## src/rtl/core/bums_pkg.sv

```systemverilog
// Shared types and constants for the bottom-up merge sorter.
// Holds the beat structs, the engine command struct and the sizing constants.
// No dependencies; every other file of the block imports this package.
package bums_pkg;

    // Number of values one set can hold, and the stored value width.
    localparam int DEPTH      = 32;
    localparam int DATA_WIDTH = 32;

    // Width of the value fields on the ports.
    localparam int VALUE_W = 32;

    // Memory index, element count (holds DEPTH itself) and wide run pointer sums.
    localparam int IDX_W = (DEPTH > 1) ? $clog2(DEPTH) : 1;
    localparam int CNT_W = $clog2(DEPTH + 1);
    localparam int PTR_W = CNT_W + 2;

    typedef logic [DATA_WIDTH-1:0] bums_elem_t;

    // One input beat.
    typedef struct packed {
        logic signed [VALUE_W-1:0] value;
        logic                      last;
    } bums_item_t;

    // One output beat.
    typedef struct packed {
        logic signed [VALUE_W-1:0] sorted_value;
        logic                      end_of_list;
    } bums_result_t;

    // Control from the top-level sequencer to the merge engine.
    typedef struct packed {
        logic             load_we;
        logic [IDX_W-1:0] load_addr;
        logic             start;
        logic [CNT_W-1:0] n;
        logic [IDX_W-1:0] drain_addr;
    } bums_cmd_t;

endpackage

```

## src/rtl/core/bums_merge_engine.sv

```systemverilog
// Merge engine: two element memories used as ping-pong banks and one shared
// compare-and-select unit stepped by a small sequencer, one pass per run width.
// Depends on bums_pkg for the command struct and sizing constants.
module bums_merge_engine
    import bums_pkg::*;
(
    input  logic       clk,
    input  logic       rst_n,
    input  bums_cmd_t  cmd,
    input  bums_elem_t load_data,
    output bums_elem_t rdata,
    output logic       busy
);

    typedef enum logic [2:0] {
        E_IDLE  = 3'b001,
        E_READ  = 3'b010,
        E_MERGE = 3'b100
    } eng_state_t;

    eng_state_t state_reg, state_next;
    logic       src_b_reg, src_b_next;
    logic [CNT_W-1:0] n_reg, n_next;
    logic [CNT_W-1:0] w_reg, w_next;
    logic [CNT_W-1:0] a_reg, a_next;
    logic [CNT_W-1:0] b_reg, b_next;
    logic [CNT_W-1:0] mid_reg, mid_next;
    logic [CNT_W-1:0] end_reg, end_next;
    logic [CNT_W-1:0] o_reg, o_next;

    // Element banks and their registered read ports.
    bums_elem_t mem_a [DEPTH];
    bums_elem_t mem_b [DEPTH];
    bums_elem_t rd0_a_reg, rd1_a_reg, rd0_b_reg, rd1_b_reg;

    bums_elem_t da, db, wr_data;
    logic       take_a, merging;
    logic [CNT_W-1:0] o_inc;
    logic       run_done, pass_done, sort_done;
    logic [PTR_W-1:0] w2;

    logic [CNT_W-1:0] base_sel, w_sel, n_sel, mid_set, end_set;
    logic [PTR_W-1:0] sum_mid, sum_end;

    logic             we_a;
    logic [IDX_W-1:0] wa_a, ra0, ra1;
    bums_elem_t       wd_a;

    assign busy    = (state_reg != E_IDLE);
    assign merging = (state_reg == E_MERGE);

    // Operands come from the current source bank.
    assign da = src_b_reg ? rd0_b_reg : rd0_a_reg;
    assign db = src_b_reg ? rd1_b_reg : rd1_a_reg;

    // Shared compare: the left run wins ties, which keeps the sort stable.
    assign take_a  = (a_reg < mid_reg) &&
                     ((b_reg >= end_reg) || !($signed(db) < $signed(da)));
    assign wr_data = take_a ? da : db;

    // Run and pass bookkeeping.
    assign o_inc     = o_reg + 1'b1;
    assign run_done  = (o_inc == end_reg);
    assign pass_done = run_done && (end_reg == n_reg);
    assign w2        = PTR_W'({w_reg, 1'b0});
    assign sort_done = pass_done && (w2 >= PTR_W'(n_reg));

    // Bounds of the next run pair, clipped to the element count.
    always_comb
    begin
        if (state_reg == E_IDLE)
        begin
            base_sel = '0;
            w_sel    = CNT_W'(1);
            n_sel    = cmd.n;
        end
        else
        begin
            base_sel = pass_done ? '0 : end_reg;
            w_sel    = pass_done ? CNT_W'(w2) : w_reg;
            n_sel    = n_reg;
        end
        sum_mid = PTR_W'(base_sel) + PTR_W'(w_sel);
        sum_end = sum_mid + PTR_W'(w_sel);
        mid_set = (sum_mid > PTR_W'(n_sel)) ? n_sel : CNT_W'(sum_mid);
        end_set = (sum_end > PTR_W'(n_sel)) ? n_sel : CNT_W'(sum_end);
    end

    // Sequencer: read both run heads, then compare and write one element.
    always_comb
    begin
        state_next = state_reg;
        src_b_next = src_b_reg;
        n_next     = n_reg;
        w_next     = w_reg;
        a_next     = a_reg;
        b_next     = b_reg;
        mid_next   = mid_reg;
        end_next   = end_reg;
        o_next     = o_reg;
        case (state_reg)
            E_IDLE:
            begin
                if (cmd.start)
                begin
                    n_next     = cmd.n;
                    w_next     = w_sel;
                    src_b_next = 1'b0;
                    a_next     = base_sel;
                    b_next     = mid_set;
                    mid_next   = mid_set;
                    end_next   = end_set;
                    o_next     = base_sel;
                    if (cmd.n > CNT_W'(1))
                    begin
                        state_next = E_READ;
                    end
                end
            end
            E_READ:
            begin
                state_next = E_MERGE;
            end
            E_MERGE:
            begin
                o_next = o_inc;
                if (take_a)
                begin
                    a_next = a_reg + 1'b1;
                end
                else
                begin
                    b_next = b_reg + 1'b1;
                end
                state_next = E_READ;
                if (run_done)
                begin
                    if (sort_done)
                    begin
                        src_b_next = ~src_b_reg;
                        state_next = E_IDLE;
                    end
                    else
                    begin
                        if (pass_done)
                        begin
                            src_b_next = ~src_b_reg;
                        end
                        w_next   = w_sel;
                        a_next   = base_sel;
                        b_next   = mid_set;
                        mid_next = mid_set;
                        end_next = end_set;
                        o_next   = base_sel;
                    end
                end
            end
            default:
            begin
                state_next = E_IDLE;
            end
        endcase
    end

    always_ff @(posedge clk or negedge rst_n)
    begin
        if (!rst_n)
        begin
            state_reg <= E_IDLE;
            src_b_reg <= 1'b0;
        end
        else
        begin
            state_reg <= state_next;
            src_b_reg <= src_b_next;
        end
    end

    always_ff @(posedge clk)
    begin
        n_reg   <= n_next;
        w_reg   <= w_next;
        a_reg   <= a_next;
        b_reg   <= b_next;
        mid_reg <= mid_next;
        end_reg <= end_next;
        o_reg   <= o_next;
    end

    // Memory ports: bank A also takes the loaded values.
    assign we_a = cmd.load_we || (merging && src_b_reg);
    assign wa_a = cmd.load_we ? cmd.load_addr : o_reg[IDX_W-1:0];
    assign wd_a = cmd.load_we ? load_data : wr_data;
    assign ra0  = busy ? a_reg[IDX_W-1:0] : cmd.drain_addr;
    assign ra1  = b_reg[IDX_W-1:0];

    always_ff @(posedge clk)
    begin
        if (we_a)
        begin
            mem_a[wa_a] <= wd_a;
        end
        if (merging && !src_b_reg)
        begin
            mem_b[o_reg[IDX_W-1:0]] <= wr_data;
        end
        rd0_a_reg <= mem_a[ra0];
        rd1_a_reg <= mem_a[ra1];
        rd0_b_reg <= mem_b[ra0];
        rd1_b_reg <= mem_b[ra1];
    end

    // When idle the source bank is the one that holds the sorted list.
    assign rdata = src_b_reg ? rd0_b_reg : rd0_a_reg;

endmodule

```

## src/rtl/core/bottom_up_merge_sorter_unit.sv

```systemverilog
// Bottom-up merge sorter: load sequencer, drain sequencer and output register.
// Sorting runs in bums_merge_engine; types and constants come from bums_pkg.
//
// Usage: values arrive on the item channel, one per beat, until a beat with
// last set. Up to DEPTH values are kept; further values are dropped, but a
// last beat still starts the sort. The set of n values then leaves on the
// result channel in ascending signed order, end_of_list set on the final beat.
// Sorting takes ceil(log2 n) passes; for each element of a pass the shared
// compare unit reads both run heads, then compares and writes. Draining
// reads each beat through the registered memory read before loading it
// into the output register, one beat at a time. item_stall is high from the
// last beat until the final result is loaded into the output register. A
// stall on the result channel holds the output register and pauses the
// drain. Reset empties the set and the output register; memory contents are
// not cleared.
module bottom_up_merge_sorter_unit
    import bums_pkg::*;
(
    input  logic         clk,
    input  logic         rst_n,
    input  logic         item_valid,
    output logic         item_stall,
    input  bums_item_t   item,
    output logic         result_valid,
    input  logic         result_stall,
    output bums_result_t result
);

    typedef enum logic [3:0] {
        S_LOAD      = 4'b0001,
        S_SORT      = 4'b0010,
        S_DRAIN_RD  = 4'b0100,
        S_DRAIN_OUT = 4'b1000
    } top_state_t;

    top_state_t state_reg, state_next;
    logic [CNT_W-1:0] count_reg, count_next;
    logic [CNT_W-1:0] k_reg, k_next;
    logic         out_valid_reg, out_valid_next;
    bums_result_t out_reg, out_next;

    bums_cmd_t  cmd;
    bums_elem_t rdata;
    logic       busy;
    logic       accept, room, out_free;
    logic [CNT_W-1:0] count_inc;

    bums_merge_engine u_engine (
        .clk       (clk),
        .rst_n     (rst_n),
        .cmd       (cmd),
        .load_data (DATA_WIDTH'(item.value)),
        .rdata     (rdata),
        .busy      (busy)
    );

    // Input handshake and store fill.
    assign item_stall = (state_reg != S_LOAD);
    assign accept     = item_valid && !item_stall;
    assign room       = (count_reg < CNT_W'(DEPTH));
    assign count_inc  = count_reg + CNT_W'(room);
    assign out_free   = !out_valid_reg || !result_stall;

    always_comb
    begin
        cmd.load_we    = accept && room;
        cmd.load_addr  = count_reg[IDX_W-1:0];
        cmd.start      = accept && item.last;
        cmd.n          = count_inc;
        cmd.drain_addr = k_reg[IDX_W-1:0];
    end

    // Load, sort and drain sequencer.
    always_comb
    begin
        state_next     = state_reg;
        count_next     = count_reg;
        k_next         = k_reg;
        out_valid_next = out_valid_reg && result_stall;
        out_next       = out_reg;
        case (state_reg)
            S_LOAD:
            begin
                if (accept)
                begin
                    count_next = count_inc;
                    if (item.last)
                    begin
                        k_next     = '0;
                        state_next = S_SORT;
                    end
                end
            end
            S_SORT:
            begin
                if (!busy)
                begin
                    state_next = S_DRAIN_RD;
                end
            end
            S_DRAIN_RD:
            begin
                state_next = S_DRAIN_OUT;
            end
            S_DRAIN_OUT:
            begin
                if (out_free)
                begin
                    out_valid_next           = 1'b1;
                    out_next.sorted_value    = VALUE_W'(rdata);
                    out_next.end_of_list     = (k_reg + 1'b1 == count_reg);
                    if (k_reg + 1'b1 == count_reg)
                    begin
                        count_next = '0;
                        state_next = S_LOAD;
                    end
                    else
                    begin
                        k_next     = k_reg + 1'b1;
                        state_next = S_DRAIN_RD;
                    end
                end
            end
            default:
            begin
                state_next = S_LOAD;
            end
        endcase
    end

    always_ff @(posedge clk or negedge rst_n)
    begin
        if (!rst_n)
        begin
            state_reg     <= S_LOAD;
            count_reg     <= '0;
            out_valid_reg <= 1'b0;
        end
        else
        begin
            state_reg     <= state_next;
            count_reg     <= count_next;
            out_valid_reg <= out_valid_next;
        end
    end

    always_ff @(posedge clk)
    begin
        k_reg   <= k_next;
        out_reg <= out_next;
    end

    assign result_valid = out_valid_reg;
    assign result       = out_reg;

endmodule

```

## config.mk

```make
export PLATFORM = sky130hd
export DESIGN_NAME = bottom_up_merge_sorter_unit
export DESIGN_NICKNAME = d
export VERILOG_FILES = /design/src/rtl/core/bums_pkg.sv /design/src/rtl/core/bums_merge_engine.sv /design/src/rtl/core/bottom_up_merge_sorter_unit.sv
export SDC_FILE = /design/constraint.sdc
export NUM_CORES = 2
export LEC_CHECK = 0
export ABC_AREA = 1
export BUFFER_PORTS_ARGS = -buffer_cell sky130_fd_sc_hd__buf_2
export CORE_ASPECT_RATIO = 2
export CORE_MARGIN = 1
export CORE_UTILIZATION = 30
export CTS_CLUSTER_SIZE = 16
export DETAILED_ROUTE_END_ITERATION = 7
export HOLD_SLACK_MARGIN = 0.08
export PLACE_DENSITY_LB_ADDON = 0.05
export SYNTH_ARGS = -nofsm -noshare
export SYNTH_HDL_FRONTEND = slang
export SYNTH_SLANG_ARGS = --single-unit
```

## constraint.sdc

```tcl
create_clock -name clk -period 13.7 [get_ports clk]
set_clock_uncertainty 0.2 [all_clocks]
set_input_delay 2.74 -clock clk [delete_from_list [all_inputs] [get_ports clk]]
set_output_delay 2.74 -clock clk [all_outputs]
set_load 0.05 [all_outputs]
```

# After elaboration in Yosys (flattened, before gate mapping)
# Memories as Yosys holds them, arrays and structs flattened. A register that Yosys moved wholly into a read port is not among the register bits.
# Cells that the tools add are included.
# Widths: inputs -> output; s select.
[word_totals]
register_bits = 96
ram_bits = 2048
in_bits = 37
output_inout_bits = 35
elab_cells = 152
n_memories = 2
[classes]
add_sub_neg = 7
magnitude_cmp = 8
eq_ne = 23
mux = 68
n_bitwise = 1
reduce_logical = 28
[memory_table]
columns = ["memory", "words", "word_bits", "read_ports", "rd_ports_with_merged_regs", "write_ports", "line", "source"]
rows = [
  ["u_engine.mem_a", 32, 32, 2, 2, 1, "bums_merge_engine.sv:32", "bums_elem_t mem_a [DEPTH];"],
  ["u_engine.mem_b", 32, 32, 2, 2, 1, "bums_merge_engine.sv:33", "bums_elem_t mem_b [DEPTH];"],
]
[ops]
columns = ["operator", "count"]
rows = [
  ["$mux 6", 32],
  ["$mux 32", 4],
  ["$pmux 6 s2", 8],
  ["$lt 32x32->1", 1],
  ["$add 6x1->6 const B", 4],
  ["$ne 2x2->1 const B", 10],
  ["$eq 6x6->1", 3],
  ["$gt 8x6->1", 2],
  ["$mux 4", 4],
  ["$pmux 4 s4", 1],
  ["$reduce_and 4->1", 4],
  ["$mux 3", 4],
  ["$mux 1", 10],
  ["$mux 5", 2],
  ["$logic_and 1x1->1", 9],
  ["$pmux 3 s3", 1],
  ["$add 8x6->8", 1],
  ["$reduce_and 2->1", 4],
  ["$add 6x6->7", 1],
  ["$ge 7x6->1", 1],
  ["$add 6x1->6", 1],
  ["$ge 6x6->1", 1],
  ["$gt 6x1->1 const B", 1],
  ["$lt 6x6->1", 1],
  ["18 further kinds", 25],
]

# Longest topological paths before layout
[logic_depth]
word_depth = 12
ltp_mapped = 34
mapped_depth_nobuf = 34

# By module
# A second synthesis with hierarchy kept.
[hier_totals]
cells_unflattened = 10717
area_unflattened_um2 = 107625.7
[modules_own_cells]
columns = ["module", "instances", "cells_each", "area_per_inst_um2", "seq_area_each_um2"]
rows = [
  ["bums_merge_engine", 1, 10525, 105399.8, 65424.0],
  ["bottom_up_merge_sorter_unit", 1, 192, 2225.9, 1447.6],
]

# Least setup slack after synthesis
# OpenSTA, ideal clock, no wires.
[synth_path]
kind = "input port to flip-flop"
startpoint = "in item_valid"
endpoint = "mem u_engine.mem_a[28][0] (netlist name), enable pin"
setup_time_ps = 421
arrival_ps = 4971
required_ps = 13079
slack_ps = 8108
stages = 7
n_path_buf = 1
cell_sequence = "nand3_1 -> clkbuf_1 -> o21ai_0 -> inv_1 -> nor2_1 -> nand2_1 -> nor2_1"
[synth_via]
elab_chain_len = 5
elab_cells_between_ends = 6
classes_between = "mux: 3; reduce/logical: 3"
[synth_lines]
columns = ["element", "line", "source"]
rows = [
  ["start: declaration", "bottom_up_merge_sorter_unit.sv:21", "input logic item_valid,"],
  ["$logic_and 1x1->1 (*)", "bottom_up_merge_sorter_unit.sv:59", "assign accept = item_valid && !item_stall;"],
  ["$logic_and 1x1->1 (*)", "bottom_up_merge_sorter_unit.sv:66", "cmd.load_we = accept && room;"],
  ["$logic_or 1x1->1", "bums_merge_engine.sv:191", "assign we_a = cmd.load_we || (merging && src_b_reg);"],
  ["$mux 1", "bums_merge_engine.sv:199", "if (we_a)"],
  ["$mux 1 (implied by the code)", "bums_merge_engine.sv:201", "mem_a[wa_a] <= wd_a;"],
  ["end: declaration", "bums_merge_engine.sv:32", ""],
]
# Mark *: on every way between the ends. The rest lies on a longest branch, timed or not.

# Worst setup path after layout
[layout_path]
startpoint = "reg u_engine.src_b_reg"
endpoint = "mem u_engine.mem_a[23][21] (netlist name) (data pin)"
[layout_via]
elab_chain_len = 7
elab_cells_between_ends = 8
classes_between = "order compare: 1; mux: 4; reduce/logical: 3"
[layout_lines]
columns = ["element", "line", "source"]
rows = [
  ["start: declaration", "bums_merge_engine.sv:22", "logic src_b_reg, src_b_next;"],
  ["start signal: assignment", "bums_merge_engine.sv:175", "src_b_reg <= src_b_next;"],
  ["$mux 32 (on tied branches)", "bums_merge_engine.sv:54, bums_merge_engine.sv:53", ""],
  ["$lt 32x32->1", "bums_merge_engine.sv:58", "((b_reg >= end_reg) || !($signed(db) < $signed(da)));"],
  ["$logic_not 1->1", "bums_merge_engine.sv:58", ""],
  ["$logic_or 1x1->1", "bums_merge_engine.sv:58", ""],
  ["$logic_and 1x1->1", "bums_merge_engine.sv:57", "assign take_a = (a_reg < mid_reg) &&"],
  ["$mux 32 (*)", "bums_merge_engine.sv:59", "assign wr_data = take_a ? da : db;"],
  ["$mux 32 (*)", "bums_merge_engine.sv:193", "assign wd_a = cmd.load_we ? load_data : wr_data;"],
  ["named net u_engine.wd_a[21]", "bums_merge_engine.sv:47", "bums_elem_t wd_a;"],
]
# The timed path passes the listed nets; every way through them passes the cells marked *.

==> results.toml <==
[floorplan]
dieArea_um2 = 363000
core_area_um2 = 358000
num_io_pins = 72
die_h_um = 851
start_util_pct = 30.1
die_w_um = 426
num_rows = 311

[drt]
viasPerCell = 5.96
ant_nets = 0
drt-total-wl_um = 518000
wl_per_cell_um = 34.0
num_vias = 91000
drt_iter0_markers = 11100
dr.pass1.iters = 6
drc = 0

[hold_path]
hold_path.class = "register to register"

[global_routing]
grt_busiest_layer = "met2"
grt_pass1_wl_um = 705000
use_met1_pct = 33.0
grt_use_met3_pct = 3.37
grt_start_max_net_pins = 162
grt_antenna_before_repair = 30
gr-total-overflow = 0
met2_usage_pct = 46.9
grt_pass1_vias = 89500
track_usage_pct = 27.6

[timing]
max_slew.worst_pin.slew_ns = 1.35
maxSlewHeadroom_pct = 10.1
setup_violations = 0
rsz0062_at_grt = "no"
tns_ns = 0
finalCriticalPeriod_ns = 7.46
slew_viol_final = 0
max_freq_mhz = 134
fin_crit_sh_pct = 54.5
hold_viol_final = 0

[critical_path]
cpPeakStageDelay_ns = 1.01
critical_path.top_delay_family = "simple AND/OR/NAND/NOR gates"
startpoint_type = "register"
path_class = "register to register"
cp_common_cell = "nand2_1"
arrival_ns = 7.77
crit_buf_inv = 3
cp-end-kind = "register"
crit_fanout = 49
cp_slowest_cell = "nand2_4"
cp_cell_sequence = "clkinv_2 -> buf_4 -> or2_2 -> o21ai_0 -> inv_1 -> ha_1 -> a21oi_1 -> nor2_1 -> a211oi_1 -> nand2_1 -> nand2_1 -> nand2_1 -> nand2_1 -> nand2_1 -> nand2_1 -> nand3_4 -> nand2_4 -> nand2_1 -> nand3_1 -> o21ai_2"
worstPathRequired_ns = 14.01

[flow_run]
maxCapViolations = 0

[synth]
synth_fp_nets = 10800
synth_area_leader_cell = "edfxtp_1"
synthFlopType = "edfxtp_1"
synth_area_per_cell_um2 = 10.1
synth_top_area_share_pct = 59.2
yosysMostFrequentCell = "nor2_1"
synthArstFlopShare_pct = 0.660
netlist_area_um2 = 108000
ys_seq_area_share_pct = 61.9
synth_area_leaders = "edfxtp_1 (59%), o21ai_0 (10%), nor2_1 (8.6%)"
yosys.cell_types.count = 61
syn_inst = 10700
ys_ff_latch = 2272
synth_edf_count = 2129
yosys_warnings = 0
synthTopCellsByCount = "nor2_1 (2466), o21ai_0 (2224), edfxtp_1 (2129)"

[finish]
fill_cells = 35500
nets = 10500
fin_area_um2 = 121000
drive_gt1_share_pct = 7.98
syn2layout_area_growth_pct = 11.7

[placement]
place.gp.congestion = 0.849
dpl_cell_area_um2 = 113000
io_buffers = 71
place_hpwl_um = 290000

[clock_tree]
cts_tree = "done"
post_cts_resized = 0
clk_latency_ns = 0.96
htreeDepth = 4
numCtsBuffers = 227
post-cts-setup-buffer-count = 0
cts.clk_slew.worst_paths_ns = 0.07
cts_buffer_depth = 4
cts.sinks = 2272
cts_hold_buffers = 0
cts-root-buf = "clkbuf_16"

[outcome]
status = "complete, no violations"
-- routing by layer --
| layer | part of all wire, % | up-vias |
|---|---|---|
| li1 | - | 38600 |
| met3 | 6.6 | 1261 |
| met1 | 38 | 46300 |
| met5 | 0.0069 | - |
| met2 | 49 | 4842 |
| met4 | 6.6 | 6 |
-- placed cells by master, fill, tap and decap left out, types with 16 or more instances in the layout --
cell and instances:
a31oi_1 57, ha_1 80, edfxtp_1 2129, nor2_1 2400, clkbuf_16 232, o21ai_0 2194, buf_4 221, clkinv_2 42
o22ai_1 898, o21ai_1 237, xor2_1 21, nand4_1 16, a32oi_1 32, o21bai_1 18, nor2_4 67, nand2_1 473
and2_1 32, o211ai_1 48, or2_2 64, buf_2 71, a221oi_1 36, a21oi_1 101, bufinv_16 21, clkbuf_1 40
buf_12 24, dfxtp_1 128, o221ai_1 207, clkinvlp_4 16, diode_2 44, inv_1 215, o21ai_2 27, clkinv_1 41
nand3_1 201
-- worst reg2reg max path, delay by kind of cell (launching register included) --
family | cells | cell delay [ns]
AO/OA/AOI/OAI | 4 | 1.75
buffers and inverters | 3 | 0.90
adder cells (fa/ha/maj) | 1 | 0.29
flip-flops | 1 | 0.60
AND/OR/NAND/NOR | 12 | 3.31
-- worst paths after layout --
check,startpoint,to,slack [ns],cells after the start
worst min-delay path,u_engine.state_reg[2],u_engine.state_reg[2],0.35,1
min in group asynchronous,rst_n,state_reg[2],1.61,1
worst min register to register,u_engine.state_reg[2],u_engine.state_reg[2],0.35,1
worst max register to register,u_engine.src_b_reg,u_engine.mem_a[23][21],6.24,20
max in group asynchronous,rst_n,u_engine.src_b_reg,11.17,1
worst max-delay path,u_engine.src_b_reg,u_engine.mem_a[23][21],6.24,20
-- kinds of logic (layout without fill, tap and decap cells) --
logic type,after synthesis,count (layout),synth area share (%)
adders and majority gates,82,82,0.964
other,0,44,0
and+or+nand+nor,3278,3278,12.0
AOI/OAI and AO/OA,3898,3898,20.4
buffers and inverters,1132,957,4.42
DFF,2272,2272,61.9
muxes,8,8,0.0741
xor gates and xnor gates,27,27,0.219
-- through the flow --
step	util [%]	std cells	hold slack, ns	setup slack (ns)
after floorplan	-	10700	0.314	8.11
after global placement	31.6	14800	0.342	6.23
after detailed placement	31.6	14800	0.344	6.34
after CTS	33.6	15200	0.358	6.36
after global routing	33.7	15300	0.367	6.22
final	33.7	15300	0.353	6.24
-- final cells by class --
cell class              instances  area, um2  area share [%]
multi-input cells            7293      37000            30.7
diodes                         44        110          0.0912
clock inverters               124       1160           0.962
inverters                     230        957           0.793
well taps                    4695       5870            4.87
clock buffers                 287       6160            5.11
flip-flops and latches       2272      66900            55.4
repair buffers                316       2490            2.07
Power is not shown: default switching activity piles up to over one toggle a cycle in this logic, so the estimate is an artifact.
